File: src/rtl/ltc_pkg.sv
// ----------------------------------------------------------------------------
// ltc_pkg
// Shared types and key ROM lookups for the Latin to Cyrillic transliterator.
// ----------------------------------------------------------------------------
`default_nettype none

package ltc_pkg;

	localparam int unsigned BYTE_W = 8;
	localparam int unsigned CP_W   = 11;
	localparam int unsigned LEN_W  = 2;

	// Result action codes
	typedef enum logic [1:0] {
		ACT_NONE    = 2'd0,
		ACT_ADD     = 2'd1,
		ACT_REPLACE = 2'd2
	} action_t;

	typedef logic [BYTE_W-1:0] byte_t;
	typedef logic [CP_W-1:0]   cp_t;

	// Single-byte keys; zero when the byte is no key
	function automatic cp_t lookup1(input byte_t c);
		cp_t cp;
		case (c)
			"a":  cp = 11'h430;
			"b":  cp = 11'h431;
			"c":  cp = 11'h446;
			"d":  cp = 11'h434;
			"e":  cp = 11'h435;
			"f":  cp = 11'h444;
			"g":  cp = 11'h433;
			"h":  cp = 11'h445;
			"i":  cp = 11'h438;
			"j":  cp = 11'h439;
			"k":  cp = 11'h43A;
			"l":  cp = 11'h43B;
			"m":  cp = 11'h43C;
			"n":  cp = 11'h43D;
			"o":  cp = 11'h43E;
			"p":  cp = 11'h43F;
			"q":  cp = 11'h44F;
			"r":  cp = 11'h440;
			"s":  cp = 11'h441;
			"t":  cp = 11'h442;
			"u":  cp = 11'h443;
			"v":  cp = 11'h432;
			"w":  cp = 11'h449;
			"x":  cp = 11'h445;
			"y":  cp = 11'h44B;
			"z":  cp = 11'h437;
			"#":  cp = 11'h44A;
			"'":  cp = 11'h44C;
			"A":  cp = 11'h410;
			"B":  cp = 11'h411;
			"C":  cp = 11'h426;
			"D":  cp = 11'h414;
			"E":  cp = 11'h415;
			"F":  cp = 11'h424;
			"G":  cp = 11'h413;
			"H":  cp = 11'h425;
			"I":  cp = 11'h418;
			"J":  cp = 11'h419;
			"K":  cp = 11'h41A;
			"L":  cp = 11'h41B;
			"M":  cp = 11'h41C;
			"N":  cp = 11'h41D;
			"O":  cp = 11'h41E;
			"P":  cp = 11'h41F;
			"Q":  cp = 11'h42F;
			"R":  cp = 11'h420;
			"S":  cp = 11'h421;
			"T":  cp = 11'h422;
			"U":  cp = 11'h423;
			"V":  cp = 11'h412;
			"W":  cp = 11'h429;
			"X":  cp = 11'h425;
			"Y":  cp = 11'h42B;
			"Z":  cp = 11'h417;
			"\"": cp = 11'h42C;
			default: cp = '0;
		endcase
		return cp;
	endfunction

	// Two-byte keys, first byte in the upper half
	function automatic cp_t lookup2(input byte_t first, input byte_t second);
		cp_t cp;
		case ({first, second})
			"jo": cp = 11'h451;
			"yo": cp = 11'h451;
			"zh": cp = 11'h436;
			"ch": cp = 11'h447;
			"sh": cp = 11'h448;
			"je": cp = 11'h44D;
			"ju": cp = 11'h44E;
			"yu": cp = 11'h44E;
			"ja": cp = 11'h44F;
			"ya": cp = 11'h44F;
			"Jo": cp = 11'h401;
			"Yo": cp = 11'h401;
			"Zh": cp = 11'h416;
			"Ch": cp = 11'h427;
			"Sh": cp = 11'h428;
			"Je": cp = 11'h42D;
			"Ju": cp = 11'h42E;
			"Yu": cp = 11'h42E;
			"Ja": cp = 11'h42F;
			"Ya": cp = 11'h42F;
			"##": cp = 11'h42A;
			default: cp = '0;
		endcase
		return cp;
	endfunction

	// Three-byte keys
	function automatic cp_t lookup3(input byte_t first, input byte_t second,
			input byte_t third);
		cp_t cp;
		case ({first, second, third})
			"shh": cp = 11'h449;
			"Shh": cp = 11'h429;
			default: cp = '0;
		endcase
		return cp;
	endfunction

endpackage

`default_nettype wire

File: src/rtl/latin_to_cyrillic_translit.sv
// ----------------------------------------------------------------------------
// latin_to_cyrillic_translit
// Keystroke-level Latin to Cyrillic transliterator with held key prefix.
// ----------------------------------------------------------------------------
// One result item per input byte. A byte is registered at the input, then
// looked up together with the held key and the result is registered at
// the output; a stall can hold a byte in the input register, and a new
// byte is taken every cycle while the pipeline does not stall. The held key
// is updated as the result is written, which keeps the loop between the
// key ROM compare and the held key registers free of other registers.
// While a result waits, the input register still takes one byte, then stalls.
`default_nettype none

module latin_to_cyrillic_translit
	import ltc_pkg::*;
(
	input  wire logic              clk,
	input  wire logic              arst_n,
	input  wire logic              in_valid,
	output      logic              in_stall,
	input  wire logic [BYTE_W-1:0] in_byte,
	output      logic              out_valid,
	input  wire logic              out_stall,
	output      logic [CP_W-1:0]   code_point,
	output      logic [1:0]        action
);

	// Input stage
	logic   valid_s1;
	byte_t  byte_s1;

	// Result stage
	logic    valid_s2;
	cp_t     cp_s2;
	action_t act_s2;

	// Held key (third byte never needs storing: a full key only makes the next byte be looked up alone)
	byte_t             held_b0_q;
	byte_t             held_b1_q;
	logic [LEN_W-1:0]  held_len_q;

	logic advance_s1;
	logic load_s2;

	// Next-state / result logic
	cp_t               cp_ext;
	cp_t               cp_single;
	cp_t               cp_n;
	action_t           act_n;
	byte_t             held_b0_n;
	byte_t             held_b1_n;
	logic [LEN_W-1:0]  held_len_n;

	assign load_s2    = !valid_s2 || !out_stall;
	assign advance_s1 = valid_s1 && load_s2;
	assign in_stall   = valid_s1 && !load_s2;

	// Lookup of held key extended by the new byte, then the byte alone
	always_comb begin
		case (held_len_q)
			2'd0:    cp_ext = lookup1(byte_s1);
			2'd1:    cp_ext = lookup2(held_b0_q, byte_s1);
			2'd2:    cp_ext = lookup3(held_b0_q, held_b1_q, byte_s1);
			default: cp_ext = '0;
		endcase
		cp_single  = lookup1(byte_s1);
		held_b0_n  = held_b0_q;
		held_b1_n  = held_b1_q;
		held_len_n = held_len_q;
		if (cp_ext != '0) begin
			cp_n       = cp_ext;
			act_n      = (held_len_q == 2'd0) ? ACT_ADD : ACT_REPLACE;
			held_len_n = held_len_q + 2'd1;
			if (held_len_q == 2'd0) begin
				held_b0_n = byte_s1;
			end
			if (held_len_q == 2'd1) begin
				held_b1_n = byte_s1;
			end
		end else if (cp_single != '0) begin
			cp_n       = cp_single;
			act_n      = ACT_ADD;
			held_b0_n  = byte_s1;
			held_len_n = 2'd1;
		end else begin
			cp_n       = '0;
			act_n      = ACT_NONE;
			held_len_n = 2'd0;
		end
	end

	// Control registers
	always_ff @(posedge clk or negedge arst_n) begin
		if (!arst_n) begin
			valid_s1   <= 1'b0;
			valid_s2   <= 1'b0;
			held_len_q <= '0;
			held_b0_q  <= '0;
			held_b1_q  <= '0;
		end else begin
			if (!in_stall) begin
				valid_s1 <= in_valid;
			end
			if (load_s2) begin
				valid_s2 <= valid_s1;
			end
			if (advance_s1) begin
				held_len_q <= held_len_n;
				held_b0_q  <= held_b0_n;
				held_b1_q  <= held_b1_n;
			end
		end
	end

	// Payload registers
	always_ff @(posedge clk) begin
		if (!in_stall && in_valid) begin
			byte_s1 <= in_byte;
		end
		if (advance_s1) begin
			cp_s2  <= cp_n;
			act_s2 <= act_n;
		end
	end

	assign out_valid  = valid_s2;
	assign code_point = cp_s2;
	assign action     = act_s2;

`ifndef SYNTHESIS
	// No translation always carries a zero code point
	a_none_zero: assert property (@(posedge clk) disable iff (!arst_n)
		(valid_s2 && act_s2 == ACT_NONE) |-> (cp_s2 == '0))
		else $error("no-translation result with non-zero code point");

	// Held key length agrees with the result last written
	a_add_len: assert property (@(posedge clk) disable iff (!arst_n)
		(valid_s2 && act_s2 == ACT_ADD) |-> (held_len_q == 2'd1))
		else $error("add result but held key length is not one");

	a_replace_len: assert property (@(posedge clk) disable iff (!arst_n)
		(valid_s2 && act_s2 == ACT_REPLACE) |-> (held_len_q == 2'd2 || held_len_q == 2'd3))
		else $error("replace result but held key shorter than two");

	// Input side only stalls on a full pipeline
	a_stall_full: assert property (@(posedge clk) disable iff (!arst_n)
		in_stall |-> (valid_s1 && valid_s2 && out_stall))
		else $error("input stalled with room in the pipeline");
`endif

endmodule

`default_nettype wire
File: config.mk
export PLATFORM = sky130hd
export DESIGN_NAME = latin_to_cyrillic_translit
export DESIGN_NICKNAME = d
export VERILOG_FILES = /design/src/rtl/ltc_pkg.sv /design/src/rtl/latin_to_cyrillic_translit.sv
export SDC_FILE = /design/constraint.sdc
export NUM_CORES = 1
export LEC_CHECK = 0
export ABC_CLOCK_PERIOD_IN_PS = 7500
export BUFFER_PORTS_ARGS = -buffer_cell sky130_fd_sc_hd__buf_2
export CORE_MARGIN = 5
export CORE_UTILIZATION = 36
export DETAILED_ROUTE_END_ITERATION = 12
export HOLD_SLACK_MARGIN = 0.03
export SYNTH_ARGS = -nofsm -noshare
export SYNTH_HDL_FRONTEND = slang
export SYNTH_SLANG_ARGS = --single-unit
File: constraint.sdc
create_clock -name clk -period 7.5 [get_ports clk]
set_input_delay 0 -clock clk [delete_from_list [all_inputs] [get_ports clk]]
set_output_delay 0 -clock clk [all_outputs]
set_load 0.01 [all_outputs]
**After elaboration in Yosys (flattened, before gate mapping)**

Memories as Yosys holds them, arrays and structs flattened. A register that Yosys moved wholly into a read port is not among the register bits.
Cells that the tools add are included.

- Memory bits (read-only): 2048
- Bits in latches: 0
- Bits in registers: 41
- Input bits: 12
- Memory bits (writable): 0
- Memories kept: 2
- Word-level logic and storage cells: 73

- Equal/unequal tests: 26
- Div/mod/pow operators: 0
- Shift operators: 0
- Bitwise operators: 0
- Order comparisons: 0
- Multiplexer cells: 16
- Reduce and logical (&&, ||, !) cells: 20
- $mul: 0
- Add/subtract/negate cells: 1

Memories:

| name | depth | bits a word | read ports | clocked after Yosys merged registers in | wr ports | line | text |
|---|---|---|---|---|---|---|---|
| (no name shown) | 128 | 8 | 1 | 1 | 0 | ltc_pkg.sv:26 | `case (c)` |
| (no name shown) | 128 | 8 | 1 | 1 | 0 | ltc_pkg.sv:26 |  |

Operators by type and width:

| kind | count |
|---|---|
| $eq 16x15->1 const B | 20 |
| $pmux 11 s15 | 1 |
| $eq 24x23->1 const B | 2 |
| $mux 11 | 4 |
| $pmux 11 s3 | 1 |
| $mux 8 | 3 |
| $pmux 11 s2 | 1 |
| $reduce_bool 11->1 | 2 |
| $eq 16x14->1 const B | 1 |
| $mux 7 | 2 |
| $reduce_or 2->1 | 6 |
| $mux 2 | 3 |
| $reduce_and 3->1 | 2 |
| $logic_not 1->1 | 4 |
| $logic_and 1x1->1 | 3 |
| $add 2x1->2 const B | 1 |
| $eq 2x1->1 const B | 1 |
| $eq 2x2->1 const B | 1 |
| $logic_not 2->1 | 1 |
| $ne 2x1->1 const B | 1 |
| $reduce_bool 2->1 | 1 |
| $logic_or 1x1->1 | 1 |
| $mux 1 | 1 |

**Depth between registers and ports, before layout**

Gate-level depths: netlist of run 1.

- Word-level depth: 7
- Depth in mapped cells: 12
- Gate-level depth less buffers: 11

**Worst setup path after synthesis of run 1**

No wires, ideal clock.

- Path kind: reg-to-reg
- Start point: register byte_s1[0]
- End point: register held_b0_q[1]
- Setup time: 0.125 ns
- Cell stages (with the launch flop): 9
- Data arrival time: 2.631 ns
- Clock period less this slack: 2.756 ns
- Setup slack: 4.744 ns
- Required time: 7.375 ns
- Cell sequence: edfxtp_1 nand2b_2 or4b_4 nor4_4 o31ai_1 a31oi_2 a21oi_4 mux2i_4 mux2_4

- Longest elaborated chain between the ends: 7
- Elaborated cells on any way between the ends: 37
- Those cells by class: 24 x eq/ne; 4 x mux; 9 x reduce/logical

RTL lines:

| item | line | text |
|---|---|---|
| start, declared | latin_to_cyrillic_translit.sv:30 | `byte_t byte_s1;` |
| start signal, assigned | latin_to_cyrillic_translit.sv:118 | `byte_s1 <= in_byte;` |
| $eq 16x15->1 | ltc_pkg.sv:90 | `case ({first, second})` |
| $reduce_or 2->1 (no line) | -- |  |
| $pmux 11 s15 | ltc_pkg.sv:90 |  |
| $pmux 11 s3 (*) | latin_to_cyrillic_translit.sv:60 | `case (held_len_q)` |
| $reduce_bool 11->1 (*) | latin_to_cyrillic_translit.sv:70 | `if (cp_ext != '0) begin` |
| $ne 2x1->1 (no line) / $reduce_bool 2->1 (equally long branches) | -- |  |
| $reduce_and 3->1 (no line) | -- |  |
| end signal, assigned | latin_to_cyrillic_translit.sv:109 | `held_b0_q <= held_b0_n;` |
| end, declared | latin_to_cyrillic_translit.sv:38 | `byte_t held_b0_q;` |

Mark *: on every way between the ends. The rest lies on a longest branch, timed or not.
A chain may end at the register's enable or synchronous reset.

**Worst setup path in the final report of run 1**

- Start point: register byte_s1[3]
- End point: register held_b0_q[4]

Same word-level chain as after synthesis.

==> impl_results.md, run 1 <==
- Crit-path max FO: 9
- Worst-margin pin slew: 0.9528 ns
- Period utilization: 43.79%
- Area Growth Syn to Fin: 12.85%
- Metal2 WL: 3132 um
- Synth Area in XOR/XNOR: 0.5880%
- Clock Sinks: between 40 and 50
- Max clock buf depth: 2
- Critical Path Source: byte_s1[3]
- Boundary Pins: 27
- Fin. Hold Viols: 0
- Cell Rows: 33
- Headroom to the max-slew limit: between 30% and 40%
- Worst hold-check path type: input pin to async pin
- Routed via count: 2354
- P per Cell Area: between 200 and 300 nW/um2
- Async set or reset register ratio after synthesis: 43.48%
- CTS tree: yes
- Maxcap violations: 0
- Register area share after synthesis: ~40%
- Max-slew violations: 0
- CP Data Required Time: 7.70 ns
- HPWL Detailed: 5115 um
- Syn Inst Count: about 290
- Vias in the first global route: 2201
- Kind of critical path: register to register
- Total congestion overflow: 0
- Final setup fails: 0
- Largest net degree at the start of global routing: 21
- Syn_area_per_cell: 10.24 um2
- IR drop worst, VDD: 95.05 uV
- Die width: 101.0 um
- Worst-Skew Late Latency: 0.31 ns
- Main combinational cell family by area after synthesis: simple AND/OR/NAND/NOR gates
- Inst Count DP: 406
- Vias per std cell: 5.539
- CTS HTree Levels: 2
- Worst r2r src: byte_s1[3]
- Routed wire length: 6774 um
- Period minus WS final: ~3.3 ns
- GP Congestion: 0.8273
- Top sig layer: met4
- First-pass GRT wire length: 11240 um
- CP arrival: between 3 and 4 ns
- TNS Setup: 0 ns
- Layout Nets: 340
- Ys flop type: dfrtp_1
- Adder-cell share of the synthesized area: 3.780%
- Setup Skew: 0.008554 ns
- Post-synth EDFFs: 18
- Post-Syn Area: 2979 um2
- Root Buffer Master: clkbuf_8
- Yosys warns: 0
- Unique masters post-synth: 68
- Simple logic cell fraction of the synthesized area: between 10% and 20%
- Die Area: between 10000 and 15000 um2
- Layout Cells excl Fill: 425
- DRC Markers: 0
- Initial antenna violation count: 0
- Met1 wire length: 3168 um
- RSZ-0062 raised after global routing: false
- Core area: around 8100 um2
- Clock transition at path regs: about 0.10 ns
- Initial DRC Count: 120
- Antenna Cells: 0
- Share of the core filled with cells: 41.33%
- Status: finished, final reports clean
- DRT antenna net count: 0
- Post-cts gate resize count: 0
- Leakage Power: 0.001350 uW
- PortBufs: 23
- Mux contribution to synthesized area: 11.51%
- Crit end category: register
- Max frequency: 304.5 MHz
- GRT Total Usage: 13.80%
- First-pass iteration count of the detailed router: 4
- Routed WL per cell: 15.94 um
- DIE HEIGHT: between 100 and 150 um
- Layout cells sized above 1: approximately 20%
- Compound-Gate Fraction of Synth Area: 19.61%
- Total CTS buffers: 5
- Synth Register Bits: 46
- Initial Util: 36.63%
- DR WL met3: approximately 360 um
- Critical Path Start Type: register
==> routing by layer <==
metal | vias to the layer above | GRT usage, %
li1 | 1153 | -
met1 | 1115 | 19.09
met2 | 76 | 21.57
met3 | 10 | 2.284
met4 | 0 | 5.215
met5 | - | 0
==> Yosys cell counts, types with 2 or more instances <==
cell	number	area [um2]
nand3_1	5	25.02
nor3_1	10	50.05
nor4_1	3	18.77
dfxtp_1	8	160.2
buf_4	4	30.03
ha_1	9	112.6
a21boi_0	2	15.01
nor4bb_1	3	30.03
and2_1	3	18.77
clkbuf_1	5	18.77
xnor2_1	2	17.52
mux2i_1	8	80.08
nand3b_1	3	22.52
nor2_1	12	45.04
o31ai_1	4	30.03
nor2b_1	5	31.28
a22oi_1	4	30.03
and3b_1	2	17.52
a21o_1	4	30.03
dfrtp_1	20	500.5
nand4b_1	2	17.52
mux2_4	7	105.1
nor3b_1	2	15.01
mux2_2	11	123.9
o211ai_1	4	30.03
buf_2	4	20.02
o21ai_0	8	40.04
a21oi_1	22	110.1
nand2b_1	6	37.54
o32ai_1	2	17.52
a31oi_1	2	12.51
inv_1	13	48.80
a22o_1	2	17.52
nand4_1	6	37.54
edfxtp_1	18	540.5
and4bb_2	2	25.02
a211oi_1	2	15.01
buf_1	2	7.510
nand2_1	24	90.09
o221ai_1	2	17.52
o2bb2ai_1	2	17.52
o22ai_1	6	37.54
==> critical path: stages (launching register included) <==
cell	delay, ns
edfxtp_1	0.57
nand2b_2	0.18
nand4bb_1	0.35
o221ai_1	0.16
nor3_1	0.55
a31oi_4	0.21
a21oi_4	0.33
mux2i_4	0.50
mux2_4	0.34
==> what timing repair did <==
action / in CTS / in global routing
setup endpoints to repair: 0 / 0
buffers inserted: 0 / 0
hold buffers: 11 / 0
hold endpoints to repair: 30 / 0
==> layout make-up <==
class,count,area (um2)
clock buffer,5,68.82
clock inverter,3,26.28
fill,790,4772
inverter,13,48.80
multi-input combinational,219,1660
sequential,46,1201
tap,105,131.4
timing repair buffer,34,225.2
==> placed cells by master, fill, tap and decap left out, types with 4 or more instances in the layout <==
| cell type | count |
|---|---|
| dlygate4sd3_1 | 11 |
| o22ai_1 | 6 |
| a21o_1 | 4 |
| dfrtp_1 | 20 |
| buf_2 | 23 |
| nand2b_1 | 6 |
| edfxtp_1 | 18 |
| inv_1 | 13 |
| clkbuf_8 | 5 |
| nand2_1 | 24 |
| nor2_1 | 12 |
| nand4_1 | 6 |
| mux2_4 | 7 |
| o211ai_1 | 4 |
| nand3_1 | 5 |
| nor3_1 | 10 |
| o31ai_1 | 4 |
| dfxtp_1 | 8 |
| ha_1 | 9 |
| a21oi_1 | 22 |
| mux2i_1 | 8 |
| mux2_2 | 11 |
| o21ai_0 | 8 |
| a22oi_1 | 4 |
| nor2b_1 | 5 |
==> worst paths after layout <==
check / to / slack (ns) / depth (start not counted)
worst max register to register: held_b0_q[4] / 4.22 / 8
worst min register to register: held_b1_q[2] / 0.51 / 1
max in group asynchronous: out_valid / 7.03 / 2
min in group clk: byte_s1[7] / 0.41 / 2
worst min-delay path: held_b1_q[3] / 0.16 / 2
worst max-delay path: held_b0_q[4] / 4.22 / 8
==> cells by family after synthesis <==
kind of cell	count (synthesis)
AND/OR/NAND/NOR	98
AO/OA/AOI/OAI	79
flip-flops	46
multiplexers	28
buffers and inverters	28
adder cells (fa/ha/maj)	9
XOR/XNOR	2
other	1
==> power by group <==
part	internal [uW]	switching (uW)
clock	69.3	94.2
sequential	328	66.0
combinational	159	174
==> stage by stage <==
step | instance area (um2) | setup slack, ns | hold WS [ns] | power (uW)
after global routing | 3362 | 3.989 | 0.2183 | 948.8
after CTS | 3362 | 4.243 | 0.1654 | 894.2
final | 3362 | 4.216 | 0.1598 | 890.0
after global placement | 3157 | 4.306 | -0.03297 | 718.9
after floorplan | 2987 | 4.744 | -0.2956 | 649.2
after detailed placement | 3157 | 4.258 | -0.02752 | 726.0
No activity file was read; power rests on OpenSTA's default activity.
==> run 2, diff against run 1 <==
ABC_CLOCK_PERIOD_IN_PS = 2700   (was 7500)
clock period = 2.7 ns   (was 7.5 ns; I/O delays follow)
==> run 2 against run 1 <==
  * Largest cell class unchanged
  * Critical path type unchanged
  * Global-route usage is 0.81 points higher
  * Critical path depth rose by 2
  * The flow now finishes with violations (setup timing)
  * Worst hold slack improved by 0.0052 ns
  * Non-clock buffer count rose by 52
==> impl_results.md, run 2 (synthesized netlist as in run 1, its figures left out) <==
- Status: finished with violations
- Failing checks: setup timing
- Initial Util: 36.63% (unchanged)
- IR drop worst, VDD: 291.2 uV (+210%)
- Die width: 101.0 um (unchanged)
- PortBufs: 23 (unchanged)
- Max frequency: 366.5 MHz (+20%)
- Cell Rows: 33 (unchanged)
- Vias per std cell: 5.369 (-3.1%)
- Total congestion overflow: 0 (unchanged)
- Initial antenna violation count: 0 (unchanged)
- Antenna Cells: 0 (unchanged)
- DRT antenna net count: 0 (unchanged)
- Period minus WS final: 2.729 ns (-0.5555 ns)
- Largest net degree at the start of global routing: 21 (unchanged)
- Crit-path max FO: 8 (-1)
- DRC Markers: 0 (unchanged)
- Root Buffer Master: clkbuf_8
- HPWL Detailed: 5743 um (+12%)
- Layout Cells excl Fill: 477 (+12%)
- Worst path cell trace: and3b_2, o2111ai_4, buf_4, nor3_4, a2111oi_4, a31oi_4, a21oi_4, mux2i_4, buf_12, mux2_4
- Max clock buf depth: 2 (unchanged)
- Critical Path Start Type: register
- DIE HEIGHT: 101.0 um (unchanged)
- Cell at the slowest stage of the critical path: dfrtp_1
- Core area: 8134 um2 (unchanged)
- Most frequent cells in the layout: 51 x buf_4, 24 x nand2_1, 23 x buf_2, 21 x a21oi_1, 19 x dfrtp_1
- RSZ-0062 raised after global routing: true
- Routed WL per cell: 15.92 um (-0.12%)
- GP Congestion: 0.8371 (+1.2%)
- Area Growth Syn to Fin: 30.58%
- CP arrival: 2.93 ns (-0.55 ns)
- Vias in the first global route: 2324 (+5.6%)
- Worst hold-check path type: input pin to async pin
- Boundary Pins: 27 (unchanged)
- Buf+Inv Stages, Crit Path: 2 (+2)
- Leakage Power: 0.001650 uW (+22%)
- FF+latch area: 1202 um2 (+0.10%)
- Routed wire length: 7594 um (+12%)
- Kind of critical path: register to register
- CTS HTree Levels: 2 (unchanged)
- Largest stage delay, worst path: 0.44 ns (-0.13 ns)
- Fill count: 772 (-2.3%)
- Commonest non-fill, non-tap cell in the layout: buf_4
- Layout cells sized above 1: 35.22% (+15 points)
- Clock transition at path regs: 0.09 ns (about the same)
- Inst Count DP: 448 (+10%)
- Hold_ws: 0.1650 ns (+0.005196 ns)
- P per Cell Area: 705.3 nW/um2 (+170%)
- TNS Setup: -0.2053 ns (-0.2053 ns)
- Period utilization: 101.1% (+57 points)
- Max-slew violations: 0 (unchanged)
- Final setup fails: 9 (+9)
- Top delay family on crit path: compound AO/OA/AOI/OAI gates
- First-pass iteration count of the detailed router: 5 (+1)
- CTS tree: yes
- Worst-margin pin slew: 0.5190 ns (-0.4337 ns)
- Fin. Hold Viols: 0 (unchanged)
- Maxcap violations: 0 (unchanged)
- Setup Skew: 0.004896 ns (-0.003658 ns)
- CP Data Required Time: 2.90 ns (-4.80 ns)
- Headroom to the max-slew limit: 65.33% (+31 points)
- Crit end category: register
- Clock Sinks: 46 (unchanged)
- GRT Total Usage: 14.60% (+0.81 points)
- Initial DRC Count: 189 (+57%)
- Die Area: 10190 um2 (unchanged)
- Fin worst setup slack: -0.02856 ns (-4.244 ns)
- First-pass GRT wire length: 11850 um (+5.5%)
- Total CTS buffers: 5 (unchanged)
- Routed via count: 2561 (+8.8%)
- Footprint of the multi-input gates: 1790 um2 (+7.8%)
- Worst-Skew Late Latency: 0.30 ns (about the same)
- Layout Nets: 392 (+15%)
-- run 2: cell types whose count changed in the layout (fill, tap and decap cells not counted), moves of 2 or more --
cell,change
buf_4,+51
ha_1,-2
inv_6,-2
mux2_2,-6
mux2_4,+6
nor2b_1,-2
nor3_1,-4
nor3_2,+3
-- run 2: layer usage --
| metal | up-vias | share of wire [%] | global-route usage [%] |
|---|---|---|---|
| li1 | 1262 | - | - |
| met1 | 1204 | 46 | 20.43 |
| met2 | 84 | 47 | 22.63 |
| met3 | 11 | 5.4 | 2.353 |
| met4 | 0 | 1.9 | 5.521 |
| met5 | - | 0 | 0 |
-- run 2: area by class of cell --
cell class	instances	area share, %
tap	105	3.377
sequential	46	30.91
clock buffer	5	1.769
clock inverter	3	0.5146
inverter	13	1.254
multi-input combinational	219	46.03
timing repair buffer	86	16.15
-- run 2: power breakdown --
group	total, uW	internal [uW]	switching, uW
Sequential	1050	913	138
Clock	429	183	247
Combinational	1260	638	624
Total	2740	1730	1010
-- run 2: final timing paths --
kind,start,end,slack [ns],depth (start not counted)
max in group asynchronous,arst_n,held_b0_q[1],2.20,2
max reg2reg,held_b0_q[0],held_b0_q[6],-0.03,10
min,arst_n,held_b1_q[5],0.16,2
max,held_b0_q[0],held_b0_q[6],-0.03,10
min in group clk,in_byte[6],byte_s1[6],0.43,2
min reg2reg,held_b1_q[7],held_b1_q[7],0.51,1
-- run 2: repair_timing --
| action | CTS | global route |
|---|---|---|
| setup endpoints to repair | 19 | 26 |
| pin swaps | 2 | 10 |
| buffers inserted | 0 | 11 |
| hold buffers | 11 | 0 |
| cloned | 0 | 0 |
| gates resized for setup | 2 | 25 |
| hold endpoints to repair | 30 | 0 |
-- run 2: metrics by stage --
step	utilization, %	worst slack, ns	total power, uW	cell area, um2
finish	47.82	-0.02856	2743	3890
CTS	45.56	-0.03202	2627	3706
detailed placement	42.90	-0.07133	2164	3490
global placement	42.90	-0.006628	2130	3490
floorplan	-	0.0006084	1803	2992
global route	47.82	-0.1340	2908	3890
==> run 3, diff against run 2 <==
CAP_MARGIN = 10   (was not set)
CORE_UTILIZATION = 50   (was 36)
PLACE_DENSITY = 0.72   (was not set)
==> run 3 against run 2 <==
  * The flow still finishes with violations (setup timing)
  * Total power grew 2.2%
  * Sequential share of layout area up 0.058 points
  * Count of clock-buffer cells in the layout unchanged
  * Sequential cell count is the same
  * Clock power grew 5.8%
  * Sequential power about the same
  * Worst hold slack better by 0.035 ns
  * Cell area is 0.29% lower
  * Non-clock buffer count rose by 11
  * Largest cell class unchanged
  * Largest power group unchanged
==> impl_results.md, run 3 (synthesized netlist as in run 1, its figures left out) <==
- Status: finished with violations
- Failing checks: setup timing
- CP arrival: 2.97 ns (+0.04 ns)
- Routed via count: 2631 (+2.7%)
- Largest net degree at the start of global routing: 21 (unchanged)
- Final setup fails: 7 (-2)
- Initial DRC Count: 189 (unchanged)
- First-pass GRT wire length: 12560 um (+6.0%)
- Combinational power share: 47.1% (+1.1 points)
- Vias in the first global route: 2581 (+11%)
- HPWL Detailed: 5569 um (-3.0%)
- Hold_ws: 0.2003 ns (+0.03533 ns)
- Kind of critical path: register to register
- Max-slew violations: 0 (unchanged)
- RSZ-0062 raised after global routing: true
- Commonest non-fill, non-tap cell in the layout: buf_4
- PortBufs: 23 (unchanged)
- Clk pwr share: 16.2% (+0.6 points)
- Antenna Cells: 0 (unchanged)
- Flop pwr share: 36.7% (-1.6 points)
- Routed WL per cell: 16.61 um (+4.3%)
- Layout Cells excl Fill: 459 (-3.8%)
- GRT Total Usage: 20.95% (+6.3 points)
- First-pass iteration count of the detailed router: 4 (-1)
- Layout cells sized above 1: 35.16% (-0.059 points)
- Buf+Inv Stages, Crit Path: 2 (unchanged)
- Most frequent cells in the layout: 61 x buf_4, 24 x nand2_1, 23 x buf_2, 22 x a21oi_1, 20 x dfrtp_1
- GP Congestion: 0.9218 (+10%)
- R2R depth: 10 (unchanged)
- Inst Count DP: 431 (-3.8%)
- Tot Pwr: 2805 uW (+2.2%)
- Routed wire length: 7623 um (+0.38%)
- Cell at the slowest stage of the critical path: a2111oi_4
- Root Buffer Master: clkbuf_8
- Initial Util: 50.92% (+14 points)
- Worst path cell trace: buf_6, and4bb_2, nand4_1, o22ai_2, a2111oi_4, a31oi_4, a21oi_4, mux2i_4, buf_12, mux2_4
- Max clock buf depth: 2 (unchanged)
- Die Area: 7602 um2 (-25%)
- Core area: 5851 um2 (-28%)
- DRT antenna net count: 0 (unchanged)
- P per Cell Area: 723.1 nW/um2 (+2.5%)
- Worst-Skew Late Latency: 0.31 ns (about the same)
- Total CTS buffers: 5 (unchanged)
- Net switching power figure: 1035 uW (+2.6%)
- Largest stage delay, worst path: 0.45 ns (about the same)
- Max frequency: 362.1 MHz (-1.2%)
- Top delay family on crit path: compound AO/OA/AOI/OAI gates
- Clock Sinks: 46 (unchanged)
- Layout Nets: 404 (+3.1%)
- Post-route cell area: 3879 um2 (-0.29%)
- Period minus WS final: 2.761 ns (+0.03289 ns)
- Sw frac: 36.92% (+0.13 points)
- Boundary Pins: 27 (unchanged)
- Worst-margin pin slew: 0.6039 ns (+0.08493 ns)
- CTS HTree Levels: 2 (unchanged)
- Initial antenna violation count: 0 (unchanged)
- Placed Area: 3550 um2 (+1.7%)
- Fin. Hold Viols: 0 (unchanged)
- Headroom to the max-slew limit: 59.69% (-5.6 points)
- DIE HEIGHT: 87.19 um (-14%)
- Area Growth Syn to Fin: 30.20%
- DRC Markers: 0 (unchanged)
- Fin worst setup slack: -0.06145 ns (-0.03289 ns)
- CTS tree: yes
- Die width: 87.19 um (-14%)
- Levels on crit path: 10 (unchanged)
- Setup Skew: 0.01027 ns (+0.005371 ns)
- CP Data Required Time: 2.90 ns (about the same)
- Maxcap violations: 0 (unchanged)
- Clock transition at path regs: 0.10 ns (about the same)
- Critical Path Start Type: register
- Period utilization: 102.3% (+1.2 points)
- Worst hold-check path type: input pin to async pin
- Vias per std cell: 5.732 (+6.8%)
- IR drop worst, VDD: 459.2 uV (+58%)
- Total congestion overflow: 0 (unchanged)
- Pint: 1769 uW (+2.0%)
- Cell Rows: 28 (-15%)
- Crit end category: register
- Leakage Power: 0.001670 uW (+1.2%)
- Crit-path max FO: 8 (unchanged)
[run 3: cell count changes in the layout (fill, tap and decap cells not counted), moves of 2 or more]
cell | before | now
mux2_4 | 13 | 7
buf_4 | 51 | 61
mux2_2 | 5 | 11
nor3_1 | 6 | 8
inv_6 | 1 | 3
[run 3: what timing repair did]
| action | in CTS | in global routing |
|---|---|---|
| resized for setup | 7 | 2 |
| hold buffers | 11 | 0 |
| buffers inserted | 3 | 6 |
| pin swaps | 7 | 8 |
| endpoints found under the setup margin | 21 | 25 |
| endpoints found under the hold margin | 30 | 0 |
| cloned | 0 | 1 |
[run 3: path summary, 6_finish.rpt]
check	endpoint	slack (ns)	start
min in group clk	byte_s1[5]	0.41	in_byte[5]
worst max register to register	held_b0_q[1]	-0.06	held_b0_q[1]
worst max-delay path	held_b0_q[1]	-0.06	held_b0_q[1]
worst min-delay path	held_b1_q[7]	0.20	arst_n
worst min register to register	held_b1_q[7]	0.50	held_b1_q[7]
max in group asynchronous	held_len_q[0]	2.19	arst_n
[run 3: cell type report]
cell class	count	area, um2
repair buffers	97	714.4
flip-flops and latches	46	1201
clock buffers	5	68.82
inverters	13	48.80
fillers	463	1972
clock inverters	3	26.28
multi-input cells	220	1725
well taps	75	93.84
[run 3: through the flow]
step	utilization [%]	TNS [ns]	setup WS, ns
4_1_cts	65.23	-0.1522	-0.02310
6_report	66.30	-0.4068	-0.06145
2_1_floorplan	-	0	0.0006084
5_1_grt	66.30	-2.208	-0.1866
3_3_place_gp	60.67	-0.5160	-0.04536
3_5_place_dp	60.67	-0.7070	-0.07523
[run 3: power by group through the flow]
stage               combinational (uW)  sequential [uW]  clock (uW)
finish                            1320             1030         454
floorplan                          771             1030           0
global placement                  1180             1030           0
detailed placement                1190             1040           0
CTS                               1270             1030         461
global route                      1430             1050         495
[run 3: worst reg2reg max path: stages, from the launching register on]
cell       delay [ns]
dfrtp_1          0.43
buf_6            0.14
and4bb_2         0.25
nand4_1          0.17
o22ai_2          0.13
a2111oi_4        0.45
a31oi_4          0.15
a21oi_4          0.20
mux2i_4          0.28
buf_12           0.16
mux2_4           0.30
[run 3: metal layers]
metal / vias up / track usage [%] / wire length [um]
met3: 14 / 3.406 / 387
li1: 1287 / - / -
met4: 0 / 8.089 / 167
met1: 1245 / 26.56 / 3348
met5: - / 0 / 0
met2: 85 / 35.68 / 3720
